### config.mk
export PLATFORM = sky130hd
export DESIGN_NAME = expression_tokenizer_unit
export DESIGN_NICKNAME = d
export VERILOG_FILES = /design/src/hw/rtl/etok_pkg.sv /design/src/hw/rtl/expression_tokenizer_unit.sv /design/src/hw/rtl/etok_lexer.sv
export VERILOG_INCLUDE_DIRS = /design/src /design/src/hw/rtl
export SDC_FILE = /design/constraint.sdc
export NUM_CORES = 1
export LEC_CHECK = 0
export ABC_AREA = 1
export BUFFER_PORTS_ARGS = -buffer_cell sky130_fd_sc_hd__buf_4
export CAP_MARGIN = 5
export CORE_UTILIZATION = 56
export CTS_CLUSTER_SIZE = 12
export DETAILED_ROUTE_END_ITERATION = 12
export MAX_ROUTING_LAYER = met4
export PLACE_DENSITY = 0.88
export SLEW_MARGIN = 40
export SYNTH_ARGS = -nofsm -noshare
export SYNTH_HDL_FRONTEND = slang
export SYNTH_SLANG_ARGS = --single-unit
export TNS_END_PERCENT = 1
### constraint.sdc
create_clock -name clk -period 3.35 [get_ports clk]
set_input_delay 0.67 -clock clk [delete_from_list [all_inputs] [get_ports clk]]
set_output_delay 0.67 -clock clk [all_outputs]
set_load 0.05 [all_outputs]
### src/hw/rtl/assert_macros.svh
// assertion helpers shared by the rtl, clocked on clk with rst_n low disabling
`ifndef ASSERT_MACROS_SVH
`define ASSERT_MACROS_SVH

// plain invariant
`define ETOK_ASSERT(lbl, cond, msg) \
  lbl: assert property (@(posedge clk) disable iff (!rst_n) (cond)) else $error(msg);

// same-cycle implication
`define ETOK_ASSERT_IMP(lbl, ante, cons, msg) \
  lbl: assert property (@(posedge clk) disable iff (!rst_n) (ante) |-> (cons)) else $error(msg);

// next-cycle implication
`define ETOK_ASSERT_NXT(lbl, ante, cons, msg) \
  lbl: assert property (@(posedge clk) disable iff (!rst_n) (ante) |=> (cons)) else $error(msg);

`endif

### src/hw/rtl/etok_pkg.sv
package etok_pkg;

  // token kinds as seen on the result channel
  typedef enum logic [3:0] {
    KIND_NUM     = 4'd0,
    KIND_VAR     = 4'd1,
    KIND_CONST   = 4'd2,
    KIND_OPEN    = 4'd3,
    KIND_CLOSE   = 4'd4,
    KIND_ADD     = 4'd5,
    KIND_MUL     = 4'd6,
    KIND_POW     = 4'd7,
    KIND_UNKNOWN = 4'd8,
    KIND_END     = 4'd9
  } token_kind_e;

  // token being gathered over several characters
  typedef enum logic [1:0] {
    PEND_NONE  = 2'd0,
    PEND_NUM   = 2'd1,
    PEND_IDENT = 2'd2
  } pend_kind_e;

  typedef struct packed {
    logic [7:0] char_code;
    logic       end_of_text;
  } in_item_t;

  typedef struct packed {
    token_kind_e token_kind;
    logic [15:0] start_pos;
    logic [15:0] token_length;
    logic [7:0]  lead_char;
    logic        final_token;
  } out_item_t;

  localparam int unsigned MAX_RESULTS = 3;

  // results caused by one character, oldest in slot 0
  typedef struct packed {
    logic [1:0]                  count;
    out_item_t [MAX_RESULTS-1:0] tok;
  } etok_emit_t;

  // character codes
  localparam logic [7:0] CH_SPACE  = 8'h20;
  localparam logic [7:0] CH_TAB    = 8'h09;
  localparam logic [7:0] CH_CR     = 8'h0D;
  localparam logic [7:0] CH_DOT    = 8'h2E;
  localparam logic [7:0] CH_UNDER  = 8'h5F;
  localparam logic [7:0] CH_LPAREN = 8'h28;
  localparam logic [7:0] CH_RPAREN = 8'h29;
  localparam logic [7:0] CH_PLUS   = 8'h2B;
  localparam logic [7:0] CH_MINUS  = 8'h2D;
  localparam logic [7:0] CH_STAR   = 8'h2A;
  localparam logic [7:0] CH_SLASH  = 8'h2F;
  localparam logic [7:0] CH_CARET  = 8'h5E;
  localparam logic [7:0] CH_0      = 8'h30;
  localparam logic [7:0] CH_9      = 8'h39;
  localparam logic [7:0] CH_LC_A   = 8'h61;
  localparam logic [7:0] CH_LC_Z   = 8'h7A;
  localparam logic [7:0] CH_UC_A   = 8'h41;
  localparam logic [7:0] CH_UC_Z   = 8'h5A;
  localparam logic [7:0] CH_E      = 8'h65;
  localparam logic [7:0] CH_P      = 8'h70;
  localparam logic [7:0] CH_I      = 8'h69;

  // constant match flag bits
  localparam int unsigned FLAG_E  = 0;
  localparam int unsigned FLAG_PI = 1;
  localparam int unsigned FLAG_I  = 2;

endpackage

### src/hw/rtl/expression_tokenizer_unit.sv
// channel | dir | handshake              | payload
// --------+-----+------------------------+--------------------------------------
// in      | in  | in_valid / in_ready    | in_data : in_item_t (char, end flag)
// out     | out | out_valid / out_ready  | out_data : out_item_t (one token)
// cfg     | in  | cfg_valid / cfg_ready  | cfg_data : drop_unknown bit
//
// a character is lexed in the cycle of its transfer and its results land in a
// three-slot result register; while out_ready is high, one character transfers
// every cycle if each has at most one result, and a character with k > 1 results
// holds the input until the register, draining one token a cycle, is down to one.
// synchronous active-low reset clears the lexer state, the result count and
// drop_unknown; out_ready low stalls the input whenever the register holds a
// token. cfg_ready is always high.
module expression_tokenizer_unit
  import etok_pkg::*;
#(
  parameter int unsigned POSITION_BITS = 16
) (
  input  logic      clk,
  input  logic      rst_n,
  input  logic      in_valid,
  output logic      in_ready,
  input  in_item_t  in_data,
  output logic      out_valid,
  input  logic      out_ready,
  output out_item_t out_data,
  input  logic      cfg_valid,
  output logic      cfg_ready,
  input  logic      cfg_data
);

  `include "assert_macros.svh"

  logic                        drop_unknown_r;
  logic [1:0]                  cnt_r, cnt_nxt;
  out_item_t [MAX_RESULTS-1:0] res_r, res_nxt;
  etok_emit_t                  emit;
  logic                        accept, pop;

  // configuration register
  assign cfg_ready = 1'b1;

  always_ff @(posedge clk) begin
    if (!rst_n) begin
      drop_unknown_r <= 1'b0;
    end else if (cfg_valid && cfg_ready) begin
      drop_unknown_r <= cfg_data;
    end
  end

  // handshakes
  assign out_valid = (cnt_r != 2'd0);
  assign out_data  = res_r[0];
  assign pop       = out_valid && out_ready;
  assign in_ready  = (cnt_r == 2'd0) || ((cnt_r == 2'd1) && out_ready);
  assign accept    = in_valid && in_ready;

  etok_lexer #(
    .POSITION_BITS(POSITION_BITS)
  ) u_lexer (
    .clk         (clk),
    .rst_n       (rst_n),
    .accept      (accept),
    .item        (in_data),
    .drop_unknown(drop_unknown_r),
    .emit        (emit)
  );

  // result register: load on input transfer, shift down on output transfer
  always_comb begin
    res_nxt = res_r;
    cnt_nxt = cnt_r;
    if (accept) begin
      res_nxt = emit.tok;
      cnt_nxt = emit.count;
    end else if (pop) begin
      res_nxt[0] = res_r[1];
      res_nxt[1] = res_r[2];
      cnt_nxt    = cnt_r - 2'd1;
    end
  end

  always_ff @(posedge clk) begin
    if (!rst_n) begin
      cnt_r <= 2'd0;
    end else begin
      cnt_r <= cnt_nxt;
    end
  end

  always_ff @(posedge clk) begin
    res_r <= res_nxt;
  end

  // checks
  `ETOK_ASSERT_IMP(a_last_is_final, out_valid && cnt_r == 2'd1, out_data.final_token, "last buffered token not marked final")
  `ETOK_ASSERT_IMP(a_end_shape, out_valid && out_data.token_kind == KIND_END, out_data.final_token && out_data.token_length == 16'd0, "end token malformed")
  `ETOK_ASSERT_NXT(a_end_emits, accept && in_data.end_of_text, out_valid, "end of text gave no result")
  `ETOK_ASSERT_NXT(a_pop_shift, pop && !accept && cnt_r > 2'd1, out_data == $past(res_r[1]), "result register did not shift")

endmodule

### src/hw/rtl/etok_lexer.sv
module etok_lexer
  import etok_pkg::*;
#(
  parameter int unsigned POSITION_BITS = 16
) (
  input  logic       clk,
  input  logic       rst_n,
  input  logic       accept,
  input  in_item_t   item,
  input  logic       drop_unknown,
  output etok_emit_t emit
);

  localparam int unsigned PW = POSITION_BITS;
  localparam logic [PW-1:0] ONE = PW'(1);
  localparam logic [PW-1:0] TWO = PW'(2);

  // lexer state
  logic [PW-1:0] pos_r,   pos_nxt;
  pend_kind_e    pend_r,  pend_nxt;
  logic          dot_r,   dot_nxt;
  logic [PW-1:0] start_r, start_nxt;
  logic [PW-1:0] len_r,   len_nxt;
  logic [7:0]    lead_r,  lead_nxt;
  logic [2:0]    flags_r, flags_nxt;

  // state after the character, before the end-of-text clear
  pend_kind_e    mid_kind;
  logic          mid_dot;
  logic [PW-1:0] mid_start;
  logic [PW-1:0] mid_len;
  logic [7:0]    mid_lead;
  logic [2:0]    mid_flags;

  logic [7:0]    c;
  logic          last;
  logic          is_dig, is_alp, is_spc;
  logic          consumed, start_new, plain;
  logic          f_valid, i_valid, l_valid, b_valid;
  token_kind_e   i_kind;
  logic [PW-1:0] pos_inc;
  out_item_t     f_tok, i_tok, l_tok, e_tok, b_tok;

  function automatic logic [PW-1:0] sat_inc(input logic [PW-1:0] v);
    return (v == '1) ? v : v + ONE;
  endfunction

  function automatic logic [15:0] to16(input logic [PW-1:0] v);
    logic [31:0] w;
    w = 32'(v);
    return w[15:0];
  endfunction

  function automatic token_kind_e pend_token_kind(input pend_kind_e k, input logic [2:0] fl,
                                                  input logic [PW-1:0] len);
    token_kind_e r;
    if (k == PEND_NUM) begin
      r = KIND_NUM;
    end else if (((fl[FLAG_E] || fl[FLAG_I]) && len == ONE) || (fl[FLAG_PI] && len == TWO)) begin
      r = KIND_CONST;
    end else begin
      r = KIND_VAR;
    end
    return r;
  endfunction

  function automatic out_item_t mk_tok(input token_kind_e k, input logic [15:0] s,
                                       input logic [15:0] l, input logic [7:0] ch);
    out_item_t t;
    t.token_kind   = k;
    t.start_pos    = s;
    t.token_length = l;
    t.lead_char    = ch;
    t.final_token  = 1'b0;
    return t;
  endfunction

  assign c    = item.char_code;
  assign last = item.end_of_text;

  // character classes
  assign is_dig = (c >= CH_0) && (c <= CH_9);
  assign is_alp = ((c >= CH_LC_A) && (c <= CH_LC_Z)) || ((c >= CH_UC_A) && (c <= CH_UC_Z));
  assign is_spc = (c == CH_SPACE) || ((c >= CH_TAB) && (c <= CH_CR));

  // extend or flush the pending token, then start a new one
  always_comb begin
    mid_kind  = pend_r;
    mid_dot   = dot_r;
    mid_start = start_r;
    mid_len   = len_r;
    mid_lead  = lead_r;
    mid_flags = flags_r;
    consumed  = 1'b0;
    unique case (pend_r)
      PEND_NUM: begin
        if (is_dig || (c == CH_DOT && !dot_r)) begin
          consumed = 1'b1;
          mid_len  = sat_inc(len_r);
          if (c == CH_DOT) begin
            mid_dot = 1'b1;
          end
        end
      end
      PEND_IDENT: begin
        if (is_alp || is_dig || c == CH_UNDER) begin
          consumed           = 1'b1;
          mid_len            = sat_inc(len_r);
          mid_flags          = '0;
          mid_flags[FLAG_PI] = (len_r == ONE) && (c == CH_I) && flags_r[FLAG_PI];
        end
      end
      default: ;
    endcase

    f_valid = (pend_r != PEND_NONE) && !consumed;
    if (f_valid) begin
      mid_kind  = PEND_NONE;
      mid_dot   = 1'b0;
      mid_len   = '0;
      mid_flags = '0;
    end

    start_new = !consumed && (is_alp || is_dig);
    if (start_new) begin
      mid_kind           = is_alp ? PEND_IDENT : PEND_NUM;
      mid_start          = pos_r;
      mid_len            = ONE;
      mid_lead           = c;
      mid_dot            = 1'b0;
      mid_flags          = '0;
      mid_flags[FLAG_E]  = (c == CH_E);
      mid_flags[FLAG_PI] = (c == CH_P);
      mid_flags[FLAG_I]  = (c == CH_I);
    end
  end

  // single-character tokens
  always_comb begin
    case (c)
      CH_LPAREN:         i_kind = KIND_OPEN;
      CH_RPAREN:         i_kind = KIND_CLOSE;
      CH_PLUS, CH_MINUS: i_kind = KIND_ADD;
      CH_STAR, CH_SLASH: i_kind = KIND_MUL;
      CH_CARET:          i_kind = KIND_POW;
      default:           i_kind = KIND_UNKNOWN;
    endcase
  end

  assign plain   = !consumed && !is_spc && !is_alp && !is_dig;
  assign i_valid = plain && ((i_kind != KIND_UNKNOWN) || !drop_unknown);
  assign l_valid = last && (mid_kind != PEND_NONE);
  assign pos_inc = sat_inc(pos_r);

  // candidate results in emission order
  assign f_tok = mk_tok(pend_token_kind(pend_r, flags_r, len_r), to16(start_r), to16(len_r),
                        lead_r);
  assign i_tok = mk_tok(i_kind, to16(pos_r), 16'd1, c);
  assign l_tok = mk_tok(pend_token_kind(mid_kind, mid_flags, mid_len), to16(mid_start),
                        to16(mid_len), mid_lead);
  assign e_tok = mk_tok(KIND_END, to16(pos_inc), 16'd0, 8'd0);

  // a single token and the end-of-text flush never occur together
  assign b_valid = i_valid || l_valid;
  assign b_tok   = i_valid ? i_tok : l_tok;

  // pack the valid results into the low slots and mark the last one
  always_comb begin
    emit.count  = {1'b0, f_valid} + {1'b0, b_valid} + {1'b0, last};
    emit.tok[0] = f_valid ? f_tok : (b_valid ? b_tok : e_tok);
    emit.tok[1] = f_valid ? (b_valid ? b_tok : e_tok) : e_tok;
    emit.tok[2] = e_tok;
    for (int k = 0; k < MAX_RESULTS; k++) begin
      emit.tok[k].final_token = (2'(k) == emit.count - 2'd1);
    end
  end

  // next state, cleared for a new text after the end token
  always_comb begin
    if (last) begin
      pos_nxt   = '0;
      pend_nxt  = PEND_NONE;
      dot_nxt   = 1'b0;
      start_nxt = '0;
      len_nxt   = '0;
      lead_nxt  = '0;
      flags_nxt = '0;
    end else begin
      pos_nxt   = pos_inc;
      pend_nxt  = mid_kind;
      dot_nxt   = mid_dot;
      start_nxt = mid_start;
      len_nxt   = mid_len;
      lead_nxt  = mid_lead;
      flags_nxt = mid_flags;
    end
  end

  // state registers, advanced on each input transfer
  always_ff @(posedge clk) begin
    if (!rst_n) begin
      pos_r   <= '0;
      pend_r  <= PEND_NONE;
      dot_r   <= 1'b0;
      start_r <= '0;
      len_r   <= '0;
      lead_r  <= '0;
      flags_r <= '0;
    end else if (accept) begin
      pos_r   <= pos_nxt;
      pend_r  <= pend_nxt;
      dot_r   <= dot_nxt;
      start_r <= start_nxt;
      len_r   <= len_nxt;
      lead_r  <= lead_nxt;
      flags_r <= flags_nxt;
    end
  end

endmodule
**Yosys cells after proc, flatten, opt, wreduce, memory -nomap -nowiden**

Cells that the tools add are included.

- Bits in registers: 172
- Bits of input ports: 15
- Logic and storage cells: 156

- Add/subtract/negate cells: 6
- Order comparisons: 8
- Eq/ne operators: 26
- Muxes and demuxes: 44
- Reductions and logical operators: 51

Operator list:

| kind | number |
|---|---|
| 2-to-1 mux 45 bit | 4 |
| 2-to-1 mux 90 bit | 2 |
| 2-to-1 mux 16 bit | 10 |
| == test 8 x 6 -> 1 bit, second input constant | 8 |
| == test 8 x 7 -> 1 bit, second input constant | 5 |
| adder 16 x 1 -> 16 bit, second input constant | 2 |
| == test 16 x 1 -> 1 bit, second input constant | 2 |
| == test 16 bit, second input constant | 2 |
| == test 16 x 2 -> 1 bit, second input constant | 2 |
| case mux 16 bit (2 select lines) | 1 |
| logical AND 1 bit | 21 |
| case mux 4 bit (5 select lines) | 1 |
| >= comparator 8 x 7 -> 1 bit, second input constant | 2 |
| <= comparator 8 x 7 -> 1 bit, second input constant | 2 |
| 2-to-1 mux 2 bit | 8 |
| 2-to-1 mux 8 bit | 2 |
| 2-to-1 mux 3 bit | 5 |
| logical OR 1 bit | 12 |
| nonzero test 4 bit | 3 |
| >= comparator 8 x 4 -> 1 bit, second input constant | 1 |
| >= comparator 8 x 6 -> 1 bit, second input constant | 1 |
| <= comparator 8 x 4 -> 1 bit, second input constant | 1 |
| <= comparator 8 x 6 -> 1 bit, second input constant | 1 |
| 2-to-1 mux 1 bit | 8 |
| other kinds (15) | 29 |

**Depth between registers and ports, before layout**

- Depth in word-level cells: 20
- Gate-level depth with buffers: 23
- Depth with buffers taken out: 22

**Hierarchy**

A second synthesis with hierarchy kept.

- Cell total of the unflattened synthesis: 1665
- Area, all modules: 12320.6 µm²

By module, submodules not included:

| module | instances | cells an instance | area each (µm²) | seq. area each (µm²) |
|---|---|---|---|---|
| etok_lexer | 1 | 1163 | 6457.4 | 1241.2 |
| expression_tokenizer_unit | 1 | 502 | 5863.1 | 4113.9 |

**Worst setup path before layout**

OpenSTA, ideal clock, no wires.

- Kind: register -> register
- From: reg cnt_r[0]
- To: reg cnt_r[0]
- Setup time: 0.117 ns
- Data arrival time: 3.402 ns
- Data required time: 3.233 ns
- Slack: -0.170 ns
- Stages on the path, launching flop included: 8
- Path buffers: 0
- Period minus slack after synthesis: 3.520 ns
- Cells stage by stage: dfxtp_1 -> inv_1 -> ha_1 -> inv_1 -> nand2_1 -> nand2_1 -> o21ai_0 -> a31oi_1

- Elaborated cells between the ends (all ways): 11
- Those cells by class: add/sub: 1; eq/ne: 1; mux: 2; reduce/logical: 7

RTL lines:

| what | RTL line | text |
|---|---|---|
| from (decl) | expression_tokenizer_unit.sv:35 | `logic [1:0] cnt_r, cnt_nxt;` |
| from (signal assigned) | expression_tokenizer_unit.sv:87 | `cnt_r <= cnt_nxt;` |
| nonzero test 2 bit | expression_tokenizer_unit.sv:52 | `assign out_valid = (cnt_r != 2'd0);` |
| via out_valid | expression_tokenizer_unit.sv:24 | `output logic out_valid,` |
| logical AND 1 bit | expression_tokenizer_unit.sv:54 | `assign pop = out_valid && out_ready;` |
| nonzero test 2 bit (no line) | n/a |  |

The timed path passes the listed nets, and every way through them passes these cells. The select of a mux whose other input is x is not followed.
A chain may end at the register's enable or synchronous reset.

==> results.cfg <==
[run_status]
outcome = completed

[cells_and_area]
drive_gt1_share_pct = 12.2
seq_area_um2 = 4510
antenna_cells = 0
multiInputGateArea_um2 = 4540
final_area_um2 = 11400
synthToLayoutAreaGrowth_pct = 11.1
layout_common_cells = nand2_1, inv_1, nand3_1
finish.net_count = 1426
fill_cells = 1513
final_common_cell = nand2_1

[routing]
vias = 9580
first_pass_iters = 8
routed_via_density = 5.83
drcViolationCount = 0
drt_iter0_markers = 1163
ant_nets = 0
drt_wl_total_mm = 27.8
wl_per_cell_um = 16.9

[place]
gp_congestion = 0.993
numPortBuffers = 61
post-dp-hpwl_mm = 18.7
placed_area_um2 = 10900

[power]
p_int_uw = 5030
leakage_uw = 0.00480
powerDensity_nw_per_um2 = 769
peakVddDrop_mv = 1.03
seq_power_share_pct = 37.9
switching_share_pct = 42.7
power_switching_uw = 3740
power_frac_clock_pct = 21.6
p_comb_share_pct = 40.5

[critical_path]
startpoint_type = input pin
cp.arrival_ns = 3.12
crit_start = in_data[2]
ff2ff_setup_slack_ns = 0.44
cp-end-kind = register
r2r_cells = 16
cpPeakStageDelay_ns = 0.31
regToRegStartpoint = u_lexer.len_r[0]
cp_slowest_cell = a211oi_1
reg2reg_to = out_data[41]
path_max_fanout = 14
cp.required_ns = 3.54
worst_path_most_repeated_cell = nand2_1
worstSetupPathType = input pin to register
endpoint = out_data[7]
crit_chain = buf_4, nor2_1, nand2_1, nand2_1, nand2_1, nor2_8, inv_2, a211oi_1, nand3_1, nand3_4, inv_2, nand2_1, o21ai_0, nand2_1, o211ai_1

[synthesis]
synth_area_um2 = 10300
synth_top_area_share_pct = 31.3
synth_edf_count = 107
ys.flop_type = edfxtp_1
synth_area_per_cell_um2 = 7.46
synth_area_leaders = edfxtp_1, nand2_1, dfxtp_1, inv_1, nand3_1
synth.distinct_cells = 48
ys_seq_area_share_pct = 44.0
synth_cells = 1377
synthArstFlopShare_pct = 0
netlist.top_cell.by_area = edfxtp_1
yosysWarnings = 0
ys_ff_latch = 172

[cts]
path_clk_slew_ns = 0.07
numCtsBuffers = 17
post_cts_buffers = 0
ctsHoldBuffers = 0
clockRootBuffer = clkbuf_16
cts_buffer_depth = 2
cts_tree = built
htreeDepth = 4
ctsResizeCount = 0
cts.sinks = 172
clk_latency_ns = 0.44

[global_route]
antenna_found_initial = 0
grt_pass1_vias = 8732
grt_start_max_net_pins = 98
overflow = 0
globalRouteTotalUtil_pct = 31.5
grt_pass1_wl_mm = 44.3

[timing]
grt_setup_unrepaired = no
final-hold-violation-count = 0
hold_slack_ns = 0.407
fin_crit_sh_pct = 87.4
maxSlewViolCount = 0
tightest_slew_ns = 0.747
fin_setup_tns_ns = 0
fin_worst_skew_ns = 0.00906
setup_viol = 0
fmax_mhz = 341
layout_min_cycle_time_ns = 2.93
slew_headroom_pct = 49.9

[die]
core_um2 = 18000
die_y_um = 137
die_area_um2 = 18900
die_x_um = 137
start_util_pct = 57.2
io_pins = 63
row_count = 49

[min_path]
hold_class = input pin to register

[flow_run]
max_cap_violations = 0
## synth_stat cells (all sizes together) (2+ instances only)
| library cell | instances |
|---|---|
| o21ai | 65 |
| o22ai | 20 |
| nor4 | 3 |
| a31oi | 3 |
| nand2 | 430 |
| inv | 178 |
| edfxtp | 107 |
| a211oi | 3 |
| o311ai | 8 |
| dfxtp | 65 |
| o221ai | 14 |
| a22o | 10 |
| ha | 9 |
| buf | 68 |
| a21oi | 64 |
| clkbuf | 42 |
| nand4 | 19 |
| nor3 | 4 |
| nand3 | 121 |
| conb | 2 |
| o31ai | 3 |
| xor2 | 12 |
| nor2 | 103 |
| o211ai | 15 |
## kinds of logic after synthesis
group / after synthesis / synth area share (%)
other: 2 / 0.0731
DFF: 172 / 44.0
AOI/OAI and AO/OA: 209 / 13.1
and+or+nand+nor: 683 / 28.0
buffers and inverters: 289 / 12.6
adders and majority gates: 10 / 1.29
xor gates and xnor gates: 12 / 1.02
## critical path, delay by kind of cell
family	cells	cell delay [ns]
AOI/OAI and AO/OA	3	0.51
buffers and inverters	3	0.43
and+or+nand+nor	9	1.49
## sequential cells by signal (all words and copies together) (netlist names)
name             cells
res_r               62
out_data            45
u_lexer.len_r       16
u_lexer.pos_r       16
u_lexer.start_r     16
u_lexer.lead_r       8
u_lexer.flags_r      3
cnt_r                2
u_lexer.pend_r       2
drop_unknown_r       1
u_lexer.dot_r        1
## how the worst min path moves through the flow
stage | slack, ns | to | from | depth (start not counted)
2_1_floorplan | 0.45 | u_lexer.lead_r[6] | u_lexer.lead_r[6] | 2
3_3_place_gp | 0.45 | u_lexer.lead_r[7] | u_lexer.lead_r[7] | 2
3_5_place_dp | 0.46 | u_lexer.lead_r[7] | u_lexer.lead_r[7] | 2
4_1_cts | 0.41 | drop_unknown_r | cfg_valid | 2
5_1_grt | 0.42 | drop_unknown_r | cfg_valid | 2
6_report | 0.41 | drop_unknown_r | cfg_valid | 2
## power groups by stage
stage	sequential [uW]	clock [uW]	combinational [uW]
2_1_floorplan	3320	0	2820
3_3_place_gp	3340	0	3450
3_5_place_dp	3370	0	3520
4_1_cts	3330	1910	3540
5_1_grt	3390	1980	3800
6_report	3320	1890	3560
## metrics by stage
stage | setup slack [ns] | util (%) | std cells | total power (uW)
after CTS | 0.513 | 63.5 | 1643 | 8770
after global placement | 0.153 | 60.4 | 1611 | 6790
after global routing | 0.150 | 63.5 | 1643 | 9170
final | 0.421 | 63.5 | 1643 | 8780
after detailed placement | 0.130 | 60.4 | 1611 | 6890
after floorplan | 0.314 | - | 1391 | 6140
## layout make-up
class                           count  share of cell area (%)
Clock buffer                       17                    3.73
Inverter                          179                    5.89
Timing Repair Buffer              101                    7.41
Clock inverter                     15                    1.15
Sequential cell                   172                    39.6
Multi-Input combinational cell    930                    39.8
Tap cell                          229                    2.51
## per-layer routing
layer  share of wire [%]  vias up  global-route usage (%)
met5                   0        -                       -
met4                 2.7        0                    12.5
met2                  46      508                    47.9
li1                    -     4525                       -
met3                 9.1       81                    5.22
met1                  43     4466                    41.8
(Power assumes the default switching activity.)
